## config.mk

```make
export PLATFORM = sky130hd
export DESIGN_NAME = ansi_aware_line_wrapper
export DESIGN_NICKNAME = d
export VERILOG_FILES = /design/src/sv/aalw_pkg.sv /design/src/sv/aalw_core.sv /design/src/sv/aalw_outq.sv /design/src/sv/ansi_aware_line_wrapper.sv
export SDC_FILE = /design/constraint.sdc
export NUM_CORES = 1
export LEC_CHECK = 0
export ABC_CLOCK_PERIOD_IN_PS = 14300
export BUFFER_PORTS_ARGS = -buffer_cell sky130_fd_sc_hd__buf_2
export CORE_MARGIN = 4
export CORE_UTILIZATION = 50
export CTS_CLUSTER_SIZE = 14
export DETAILED_ROUTE_END_ITERATION = 16
export PLACE_DENSITY_LB_ADDON = 0.2
export SYNTH_ARGS = -nofsm -noshare
export SYNTH_HDL_FRONTEND = slang
export SYNTH_SLANG_ARGS = --single-unit
export TNS_END_PERCENT = 5
```

## constraint.sdc

```tcl
create_clock -name clk -period 14.3 [get_ports clk]
set_input_delay 0.715 -clock clk [delete_from_list [all_inputs] [get_ports clk]]
set_output_delay 0.715 -clock clk [all_outputs]
set_load 0.01 [all_outputs]
```

## src/sv/aalw_pkg.sv

```systemverilog
// Shared types, constants and helpers for the ANSI-aware line wrapper.
`timescale 1ns / 1ps
`default_nettype none
package aalw_pkg;

	localparam int unsigned LINE_BYTES_DEF = 4096;
	localparam int unsigned OUTQ_DEPTH_DEF = 8;
	localparam int unsigned MAX_RESULTS    = 3;
	localparam int unsigned IDX_W          = 12;

	localparam logic [7:0] ESC_BYTE      = 8'h1B;
	localparam logic [7:0] OPEN_BRACKET  = 8'h5B;
	localparam logic [7:0] SPACE_BYTE    = 8'h20;
	localparam logic [7:0] DEFAULT_LIMIT = 8'd80;

	typedef struct packed {
		logic [IDX_W-1:0] chunk_start;
		logic [IDX_W-1:0] chunk_end;
		logic             line_done;
		logic             too_long;
		logic             last;
	} result_t;

	// Results of one accepted byte, packed toward index 0.
	typedef struct packed {
		logic    [MAX_RESULTS-1:0] vld;
		result_t [MAX_RESULTS-1:0] res;
	} push_t;

	function automatic logic is_letter(input logic [7:0] b);
		return ((b >= 8'h41) && (b <= 8'h5A)) || ((b >= 8'h61) && (b <= 8'h7A));
	endfunction

endpackage
`default_nettype wire

```

## src/sv/aalw_core.sv

```systemverilog
// Scanner: escape tracking, visible count and chunk cuts for one byte per cycle while in_ready is high.
`timescale 1ns / 1ps
`default_nettype none
module aalw_core #(
	parameter int unsigned LINE_BYTES = aalw_pkg::LINE_BYTES_DEF
) (
	input  wire logic            clk,
	input  wire logic            arst_n,
	input  wire logic            cfg_we,
	input  wire logic [7:0]      cfg_wdata,
	input  wire logic            in_valid,
	input  wire logic            in_ready,
	input  wire logic [7:0]      text_byte,
	input  wire logic            line_end,
	output aalw_pkg::push_t      push
);

	localparam int unsigned PW = $clog2(LINE_BYTES);
	localparam int unsigned CW = PW + 1;
	localparam int unsigned VW = (CW > 8) ? CW : 8;
	localparam int unsigned XW = (CW > aalw_pkg::IDX_W) ? CW : aalw_pkg::IDX_W;

	typedef enum logic [1:0] {
		MODE_TEXT = 2'd0,
		MODE_ESC  = 2'd1,
		MODE_SEQ  = 2'd2
	} mode_t;

	typedef struct packed {
		logic [CW-1:0] cb;
		logic [PW-1:0] sp;
		logic          ss;
		logic [CW-1:0] vc;
	} scan_t;

	typedef struct packed {
		scan_t         st;
		logic          cut;
		logic [CW-1:0] cs;
		logic [CW-1:0] ce;
	} step_t;

	function automatic step_t take_step(input scan_t s, input logic [CW-1:0] i,
		input logic vis, input logic spc, input logic [PW-1:0] spos,
		input logic [7:0] lim);
		step_t         r;
		logic [CW-1:0] split;
		r     = '0;
		r.st  = s;
		split = '0;
		if (spc) begin
			r.st.ss = 1'b1;
			r.st.sp = spos;
		end
		if (vis && (r.st.vc < CW'(LINE_BYTES)))
			r.st.vc = r.st.vc + 1'b1;
		if (VW'(r.st.vc) > VW'(lim)) begin
			split   = r.st.ss ? CW'(r.st.sp) : (i - 1'b1);
			r.cut   = 1'b1;
			r.cs    = r.st.cb;
			r.ce    = split;
			r.st.cb = split + 1'b1;
			r.st.vc = (i >= r.st.cb) ? (i - r.st.cb) : '0;
			r.st.ss = 1'b0;
		end
		return r;
	endfunction

	function automatic logic [aalw_pkg::IDX_W-1:0] to_idx(input logic [CW-1:0] v);
		logic [XW-1:0] x;
		x = XW'(v);
		return x[aalw_pkg::IDX_W-1:0];
	endfunction

	logic [7:0]    limit_q;
	logic [PW-1:0] pos_q;
	scan_t         scan_q;
	mode_t         mode_q;
	logic          ovf_q;

	logic          accept;
	mode_t         mode_d;
	logic          normal;
	logic          en_a, vis_a, en_b;
	logic [CW-1:0] i_here, i_esc, i_a;
	step_t         step_a, step_b;
	scan_t         scan_a, scan_b;
	logic          fin_v;
	logic [CW-1:0] fin_s;
	aalw_pkg::result_t [aalw_pkg::MAX_RESULTS-1:0] slot;
	logic [aalw_pkg::MAX_RESULTS-1:0] sv;
	logic [1:0]    k;

	assign accept = in_valid && in_ready;

	always_comb begin
		i_here = CW'(pos_q) + 1'b1;
		i_esc  = ovf_q ? CW'(LINE_BYTES) : ((pos_q != '0) ? CW'(pos_q) : CW'(1));
		mode_d = mode_q;
		normal = 1'b0;
		en_a   = 1'b0;
		vis_a  = 1'b0;
		i_a    = i_here;
		en_b   = 1'b0;
		unique case (mode_q)
			MODE_SEQ: begin
				if (aalw_pkg::is_letter(text_byte) || line_end) begin
					mode_d = MODE_TEXT;
					en_a   = 1'b1;
				end
			end
			MODE_ESC: begin
				if (text_byte == aalw_pkg::OPEN_BRACKET) begin
					mode_d = MODE_SEQ;
					if (line_end) begin
						mode_d = MODE_TEXT;
						en_a   = 1'b1;
					end
				end else begin
					// lone ESC: its column lands now
					mode_d = MODE_TEXT;
					en_a   = 1'b1;
					vis_a  = 1'b1;
					i_a    = i_esc;
					normal = 1'b1;
				end
			end
			default: begin
				mode_d = MODE_TEXT;
				normal = 1'b1;
			end
		endcase
		if (normal) begin
			if ((text_byte == aalw_pkg::ESC_BYTE) && !line_end)
				mode_d = MODE_ESC;
			else
				en_b = 1'b1;
		end

		step_a = take_step(scan_q, i_a, vis_a, 1'b0, '0, limit_q);
		if (!en_a)
			step_a = '{st: scan_q, cut: 1'b0, cs: '0, ce: '0};
		scan_a = step_a.st;
		step_b = take_step(scan_a, i_here, 1'b1, text_byte == aalw_pkg::SPACE_BYTE,
			pos_q, limit_q);
		if (!en_b)
			step_b = '{st: scan_a, cut: 1'b0, cs: '0, ce: '0};
		scan_b = step_b.st;

		// remainder at line end, or a marker if nothing else came out
		fin_v = 1'b0;
		fin_s = CW'(pos_q);
		if (line_end) begin
			if (scan_b.cb <= CW'(pos_q)) begin
				fin_v = 1'b1;
				fin_s = scan_b.cb;
			end else if (!step_a.cut && !step_b.cut) begin
				fin_v = 1'b1;
			end
		end

		sv = {fin_v, step_b.cut, step_a.cut};
		slot[0] = '{chunk_start: to_idx(step_a.cs), chunk_end: to_idx(step_a.ce),
			line_done: 1'b0, too_long: ovf_q, last: 1'b0};
		slot[1] = '{chunk_start: to_idx(step_b.cs), chunk_end: to_idx(step_b.ce),
			line_done: 1'b0, too_long: ovf_q, last: 1'b0};
		slot[2] = '{chunk_start: to_idx(fin_s), chunk_end: to_idx(CW'(pos_q)),
			line_done: 1'b0, too_long: ovf_q, last: 1'b0};
		slot[0].last = sv[0] && !sv[1] && !sv[2];
		slot[1].last = sv[1] && !sv[2];
		slot[2].last = sv[2];
		for (int j = 0; j < aalw_pkg::MAX_RESULTS; j++)
			slot[j].line_done = line_end && slot[j].last;

		push = '0;
		k    = '0;
		for (int j = 0; j < aalw_pkg::MAX_RESULTS; j++) begin
			if (sv[j] && accept) begin
				push.res[k] = slot[j];
				push.vld[k] = 1'b1;
				k = k + 1'b1;
			end
		end
	end

	always_ff @(posedge clk or negedge arst_n) begin
		if (!arst_n) begin
			limit_q <= aalw_pkg::DEFAULT_LIMIT;
			pos_q   <= '0;
			scan_q  <= '0;
			mode_q  <= MODE_TEXT;
			ovf_q   <= 1'b0;
		end else begin
			if (cfg_we)
				limit_q <= cfg_wdata;
			if (accept) begin
				if (line_end) begin
					pos_q  <= '0;
					scan_q <= '0;
					mode_q <= MODE_TEXT;
					ovf_q  <= 1'b0;
				end else begin
					scan_q <= scan_b;
					mode_q <= mode_d;
					if (pos_q < PW'(LINE_BYTES - 1))
						pos_q <= pos_q + 1'b1;
					else
						ovf_q <= 1'b1;
				end
			end
		end
	end

endmodule
`default_nettype wire

```

## src/sv/aalw_outq.sv

```systemverilog
// Result queue: takes up to three results a cycle, hands out one per beat.
`timescale 1ns / 1ps
`default_nettype none
module aalw_outq #(
	parameter int unsigned DEPTH = aalw_pkg::OUTQ_DEPTH_DEF
) (
	input  wire logic               clk,
	input  wire logic               arst_n,
	input  wire aalw_pkg::push_t    push,
	output logic                    room,
	output logic                    out_valid,
	input  wire logic               out_ready,
	output aalw_pkg::result_t       head
);

	localparam int unsigned AW = $clog2(DEPTH);

	aalw_pkg::result_t mem_q [DEPTH];
	logic [AW-1:0] wr_ptr_q, rd_ptr_q;
	logic [AW:0]   cnt_q;
	logic [AW:0]   push_n;
	logic          pop;

	assign push_n    = (AW+1)'(push.vld[0]) + (AW+1)'(push.vld[1]) + (AW+1)'(push.vld[2]);
	assign out_valid = (cnt_q != '0);
	assign pop       = out_valid && out_ready;
	assign head      = mem_q[rd_ptr_q];
	// need space for a worst-case byte
	assign room      = (cnt_q <= (AW+1)'(DEPTH - aalw_pkg::MAX_RESULTS));

	always_ff @(posedge clk) begin
		for (int j = 0; j < aalw_pkg::MAX_RESULTS; j++)
			if (push.vld[j])
				mem_q[wr_ptr_q + AW'(j)] <= push.res[j];
	end

	always_ff @(posedge clk or negedge arst_n) begin
		if (!arst_n) begin
			wr_ptr_q <= '0;
			rd_ptr_q <= '0;
			cnt_q    <= '0;
		end else begin
			wr_ptr_q <= wr_ptr_q + push_n[AW-1:0];
			if (pop)
				rd_ptr_q <= rd_ptr_q + 1'b1;
			cnt_q <= cnt_q + push_n - (AW+1)'(pop);
		end
	end

endmodule
`default_nettype wire

```

## src/sv/ansi_aware_line_wrapper.sv

```systemverilog
// ANSI-aware line wrapper top level.
// Takes one byte of a text line per cycle and cuts the line into chunks of at most
// column_limit visible columns, breaking at the last space where there is one;
// ESC [ ... letter sequences take no columns. Each byte is scanned in the cycle it
// is accepted and yields zero to three result beats, which go into a queue of
// OUTQ_DEPTH entries that drains one beat per cycle. in_ready is high while the
// queue has room for three more results, so with a ready output and at most one
// result per byte the block takes a byte every cycle; bytes that cause more than
// one result slow the input to the one-beat-per-cycle output rate.
`timescale 1ns / 1ps
`default_nettype none
module ansi_aware_line_wrapper #(
	parameter int unsigned LINE_BYTES = aalw_pkg::LINE_BYTES_DEF,
	parameter int unsigned OUTQ_DEPTH = aalw_pkg::OUTQ_DEPTH_DEF
) (
	input  wire logic        clk,
	input  wire logic        arst_n,
	input  wire logic        cfg_we,
	input  wire logic [7:0]  cfg_wdata,
	input  wire logic        in_valid,
	output logic             in_ready,
	input  wire logic [7:0]  text_byte,
	input  wire logic        line_end,
	output logic             out_valid,
	input  wire logic        out_ready,
	output logic [11:0]      chunk_start,
	output logic [11:0]      chunk_end,
	output logic             line_done,
	output logic             too_long,
	output logic             last
);

	aalw_pkg::push_t   push;
	aalw_pkg::result_t head;

	aalw_core #(.LINE_BYTES(LINE_BYTES)) u_core (
		.clk       (clk),
		.arst_n    (arst_n),
		.cfg_we    (cfg_we),
		.cfg_wdata (cfg_wdata),
		.in_valid  (in_valid),
		.in_ready  (in_ready),
		.text_byte (text_byte),
		.line_end  (line_end),
		.push      (push)
	);

	aalw_outq #(.DEPTH(OUTQ_DEPTH)) u_outq (
		.clk       (clk),
		.arst_n    (arst_n),
		.push      (push),
		.room      (in_ready),
		.out_valid (out_valid),
		.out_ready (out_ready),
		.head      (head)
	);

	assign chunk_start = head.chunk_start;
	assign chunk_end   = head.chunk_end;
	assign line_done   = head.line_done;
	assign too_long    = head.too_long;
	assign last        = head.last;

endmodule
`default_nettype wire

```

==> results.cfg, run 1 <==
[timing]
skew_ns = 0.0163
relSlewSlack = 0.215
setup_tns_ns = 0
fmax_mhz = 75.0
finalHoldViolations = 0
fin_crit_ns = 13.34
finalSetupViolCount = 0
fin_crit_sh = 0.933
slew_viol_final = 0
worst_slew_pin_slew_ns = 1.17

[logic_synthesis]
syn-num-nets = 2044
synth_edf_count = 216
synth_cell_types = 113
ys_warn_count = 0
synth.cell_area_mm2 = 0.0212
avgSynthCellArea_um2 = 10.9
seq_area_frac_synth = 0.392
synth_top_area_frac = 0.307
syn_inst = 1943
synthArstFlopShare = 0.250
synthTopCellsByArea = edfxtp_1 31%, dfrtp_1 8.3%, mux2i_1 8.2%
dominantRegCellSynth = edfxtp_1
synth-seq-cells = 288
synth.most_common_cell = edfxtp_1
netlist.top_cell.by_area = edfxtp_1
synthTopCellsByCount = 216 x edfxtp_1, 173 x mux2i_1, 141 x nand2_1

[detailed_routing]
wire_per_inst_um = 26.8
drc = 0
drt_wl_total_um = 68400
ant_nets = 0
viasPerCell = 6.62
num_vias = 16870
drtPass1Iterations = 6
drt_iter0_drc = 1959

[place]
io_buffers = 50
globalplace.congestion = 1.06
dp.final_hpwl_um = 47400

[worst_setup_path]
crit_slowest_cell = dfrtp_1
slowest_delay_ns = 0.59
criticalPathCategory = reg -> reg
crit_path_frequent_cell = o21ai_0
cp-end-kind = register
cp_max_fo = 27
worst_ep_required_time_ns = 14.48
cp-start-kind = register
crit_arrival_ns = 13.52

[floorplan]
dieArea_mm2 = 0.0457
fp.dieW_um = 214
io_pins = 51
placementRows = 75
start_util = 0.505
coreArea_mm2 = 0.0419
die_y_um = 214

[layout]
fill_cells = 3633
drive_above_1_share = 0.205
antenna_cells = 0
multi_input_area_mm2 = 0.0121
synthToLayoutAreaGrowth_pct = 10.1
final_nets = 2086
ff_latch_area_mm2 = 0.00830

[clock_network]
cts_buffers = 35
cts_tree = yes
ctsHoldBuffers = 0
clkLatencyLatePin_ns = 0.55
clk_pin_slew_ns = 0.06
clk_path_buf_depth = 3
h-tree-depth = 2
clockRootBuffer = clkbuf_16
clkSinkCount = 288

[grt]
use_met3 = 0.0424
globalRoute.busiestLayer = met2
grt_use_met2 = 0.489
grt-ovfl-total = 0
grt_pass1_wl_um = 102000
first_global_vias = 16477
use_met1 = 0.389
antenna_found_initial = 0
grt_use_total = 0.295
grt_max_degree = 57

[worst_hold_path]
hold_path_class = in -> async

[outcome]
status = completed

[flow_run]
maxCapViolCount = 0
[per-layer routing]
metal	up-vias	share of wire
met5	-	0
met4	0	0.048
met2	821	0.48
met1	8326	0.41
li1	7530	-
met3	193	0.071
[worst max-delay path, delay by kind of cell (launching register included)]
kind            cells  cell delay, ns
flops               1            0.59
compound gates     28            5.16
xor+xnor            1            0.24
simple gates       16            2.79
mux                 5            1.63
fa+ha+maj           5            1.75
buf+inv             2            0.73
[final timing paths]
| kind | end | slack (ns) | start | depth (start not counted) |
|---|---|---|---|---|
| setup / recovery | u_outq.mem_q[3][9] | 0.96 | u_core.pos_q[0] | 57 |
| hold reg to reg | u_core.scan_q[38] | 0.52 | u_core.scan_q[38] | 1 |
| max in group asynchronous | u_outq.rd_ptr_q[0] | 13.16 | arst_n | 2 |
| min in group clk | u_core.limit_q[1] | 0.38 | cfg_wdata[1] | 3 |
| setup reg to reg | u_outq.mem_q[3][9] | 0.96 | u_core.pos_q[0] | 57 |
| hold / removal | u_core.mode_q[1] | 0.14 | arst_n | 1 |
[cell usage in the layout, fill, tap and decap left out, types with 57 or more instances in the layout]
cell and count:
edfxtp_1 216, mux2i_1 173, nand2_1 141, nor2_1 93, mux2_2 91, buf_4 83, a21oi_1 76, o21ai_0 72
ha_1 72, inv_1 71, dfrtp_1 68, xnor2_1 57
[through the flow]
stage,instances,setup slack [ns],hold slack (ns),cell area [um2],utilization
after global placement,2474,0.707,0.489,22000,0.527
after global routing,2549,-0.0181,0.171,23300,0.557
after CTS,2536,0.888,0.146,23200,0.553
after floorplan,1943,0.226,0.419,21200,-
after detailed placement,2474,0.498,0.501,22000,0.527
final,2549,0.961,0.139,23300,0.557
[area by class of cell]
class                      count  area share
sequential                   288       0.356
clock buffer                  44      0.0395
inverter                      75      0.0121
tap                          539      0.0289
multi-input combinational   1452       0.518
timing repair buffer         133      0.0376
clock inverter                18     0.00816
[repair_timing]
action	4_1_cts	5_1_grt
resized for setup	0	12
setup buffers	0	12
setup endpoints to repair	0	394
[flip-flops by register name (all words and copies together), names as in the netlist]
name and cells:
u_core.mode_q 2, u_outq.rd_ptr_q 3, u_outq.cnt_q 4, u_outq.mem_q 216, u_outq.wr_ptr_q 3, u_core.ovf_q 1, u_core.limit_q 8, u_core.scan_q 39
u_core.pos_q 12
[logic make-up (layout without fill, tap and decap cells)]
| kind of cell | Yosys count | count (layout) | share of synthesized area |
|---|---|---|---|
| muxes | 332 | 332 | 0.197 |
| DFF | 288 | 288 | 0.392 |
| buffers and inverters | 203 | 270 | 0.0438 |
| AOI/OAI and AO/OA | 459 | 459 | 0.162 |
| xor gates and xnor gates | 95 | 95 | 0.0411 |
| and+or+nand+nor | 486 | 486 | 0.115 |
| adders and majority gates | 80 | 80 | 0.0490 |
Power of run 1 is not shown: default switching activity piles up to over one toggle a cycle in this logic, so the estimate is an artifact.
==> run 2, diff against run 1 <==
Settings changed: PLACE_DENSITY from default to 0.71, PLACE_DENSITY_LB_ADDON 0.2 to default.
==> results.cfg, run 2 (synthesis gave the netlist of run 1 again) <==
[grt]
grt-ovfl-total = 0
grt_use_total = 0.301
first_global_vias = 16654
grt_max_degree = 73
antenna_found_initial = 1
grt_pass1_wl_um = 104000

[detailed_routing]
num_vias = 17139
drc = 0
drtPass1Iterations = 6
drt_wl_total_um = 69800
viasPerCell = 6.76
ant_nets = 0
wire_per_inst_um = 27.5
drt_iter0_drc = 2106

[worst_setup_path]
crit_arrival_ns = 13.64
worst_ep_required_time_ns = 14.45
criticalPathCategory = reg -> reg
cp_max_fo = 27
crit_slowest_cell = o21ai_4
cp-start-kind = register
worstRegToRegCells = 55
cp-end-kind = register
crit_path_frequent_cell = o21ai_0
slowest_delay_ns = 0.95
regToRegSetupSlack_ns = 0.81

[layout]
fill_cells = 3616
final_nets = 2076
final_common_cell = edfxtp_1
top_register = u_outq.mem_q
layout_common_cells = 216 x edfxtp_1, 172 x mux2i_1, 141 x nand2_1
largest_reg_flops = 216
ff_latch_area_mm2 = 0.00830
synthToLayoutAreaGrowth_pct = 9.55
multi_input_area_mm2 = 0.0120
antenna_cells = 0
top_regs = u_outq.mem_q: 216 flops, u_core.scan_q: 39 flops, u_core.pos_q: 12 flops
drive_above_1_share = 0.198

[floorplan]
dieArea_mm2 = 0.0457
coreArea_mm2 = 0.0419
fp.dieW_um = 214
start_util = 0.505
io_pins = 51
die_y_um = 214
placementRows = 75

[clock_network]
clk_pin_slew_ns = 0.06
clkLatencyLatePin_ns = 0.55
clkSinkCount = 288
clockRootBuffer = clkbuf_16
h-tree-depth = 2
clk_path_buf_depth = 3
cts_tree = yes
cts_buffers = 34

[timing]
fmax_mhz = 74.1
worst_slew_pin_slew_ns = 1.11
skew_ns = 0.0275
finalHoldViolations = 0
fin_crit_ns = 13.49
slew_viol_final = 0
relSlewSlack = 0.255
fin_crit_sh = 0.943
finalSetupViolCount = 0
setup_tns_ns = 0

[place]
dp.final_hpwl_um = 48200
io_buffers = 50
globalplace.congestion = 1.05

[worst_hold_path]
hold_path_class = in -> async

[outcome]
status = completed

[flow_run]
maxCapViolCount = 0
==> run 2: cell types whose count changed in the layout (fill, tap and decap cells not counted), sizes merged <==
cell / delta
clkinv: +1
inv: -2
clkbuf: -4
buf: -8
clkinvlp: -1
==> run 2: final timing paths <==
path                              startpoint                 end
setup / recovery             u_core.pos_q[0]  u_outq.mem_q[7][6]
hold / removal                        arst_n    u_core.mode_q[1]
setup reg to reg             u_core.pos_q[0]  u_outq.mem_q[7][6]
hold reg to reg            u_core.scan_q[21]   u_core.scan_q[21]
max in group asynchronous             arst_n  u_outq.rd_ptr_q[0]
min in group clk                cfg_wdata[2]   u_core.limit_q[2]
==> run 2: layout make-up <==
| type | count | share of cell area |
|---|---|---|
| clock inverters | 16 | 0.00767 |
| repair buffers | 124 | 0.0349 |
| inverters | 75 | 0.0121 |
| flip-flops and latches | 288 | 0.358 |
| well taps | 539 | 0.0291 |
| multi-input cells | 1452 | 0.519 |
| clock buffers | 41 | 0.0388 |
==> run 2: routing by layer <==
metal  track usage  vias up  wire length (um)
li1              -     7512                 -
met5             0        -                 0
met4         0.130        0              3510
met2         0.495      906             32700
met1         0.400     8510             28000
met3        0.0439      211              5490
==> run 2: what timing repair did <==
| action | in CTS | in global routing |
|---|---|---|
| hold buffers | 0 | 0 |
| resized for setup | 0 | 8 |
| buffers inserted | 0 | 0 |
| setup endpoints to repair | 0 | 387 |
==> run 2: critical path, delay by kind of cell, from the launching register on <==
kind / cells / cell delay, ns
simple gates: 15 / 2.71
compound gates: 29 / 6.19
mux: 4 / 1.35
fa+ha+maj: 5 / 1.76
xor+xnor: 2 / 0.44
flops: 1 / 0.60
==> run 2: stage by stage <==
step / cells / hold slack (ns) / util / cell area, um2 / setup slack, ns
6_report: 2535 / 0.322 / 0.554 / 23200 / 0.808
5_1_grt: 2535 / 0.380 / 0.554 / 23200 / -0.00240
4_1_cts: 2535 / 0.367 / 0.553 / 23100 / 0.629
3_5_place_dp: 2478 / 0.498 / 0.527 / 22100 / 0.446
3_3_place_gp: 2478 / 0.492 / 0.527 / 22100 / 0.855
2_1_floorplan: 1943 / 0.419 / - / 21200 / 0.226
Power of run 2 is left out for the same reason.
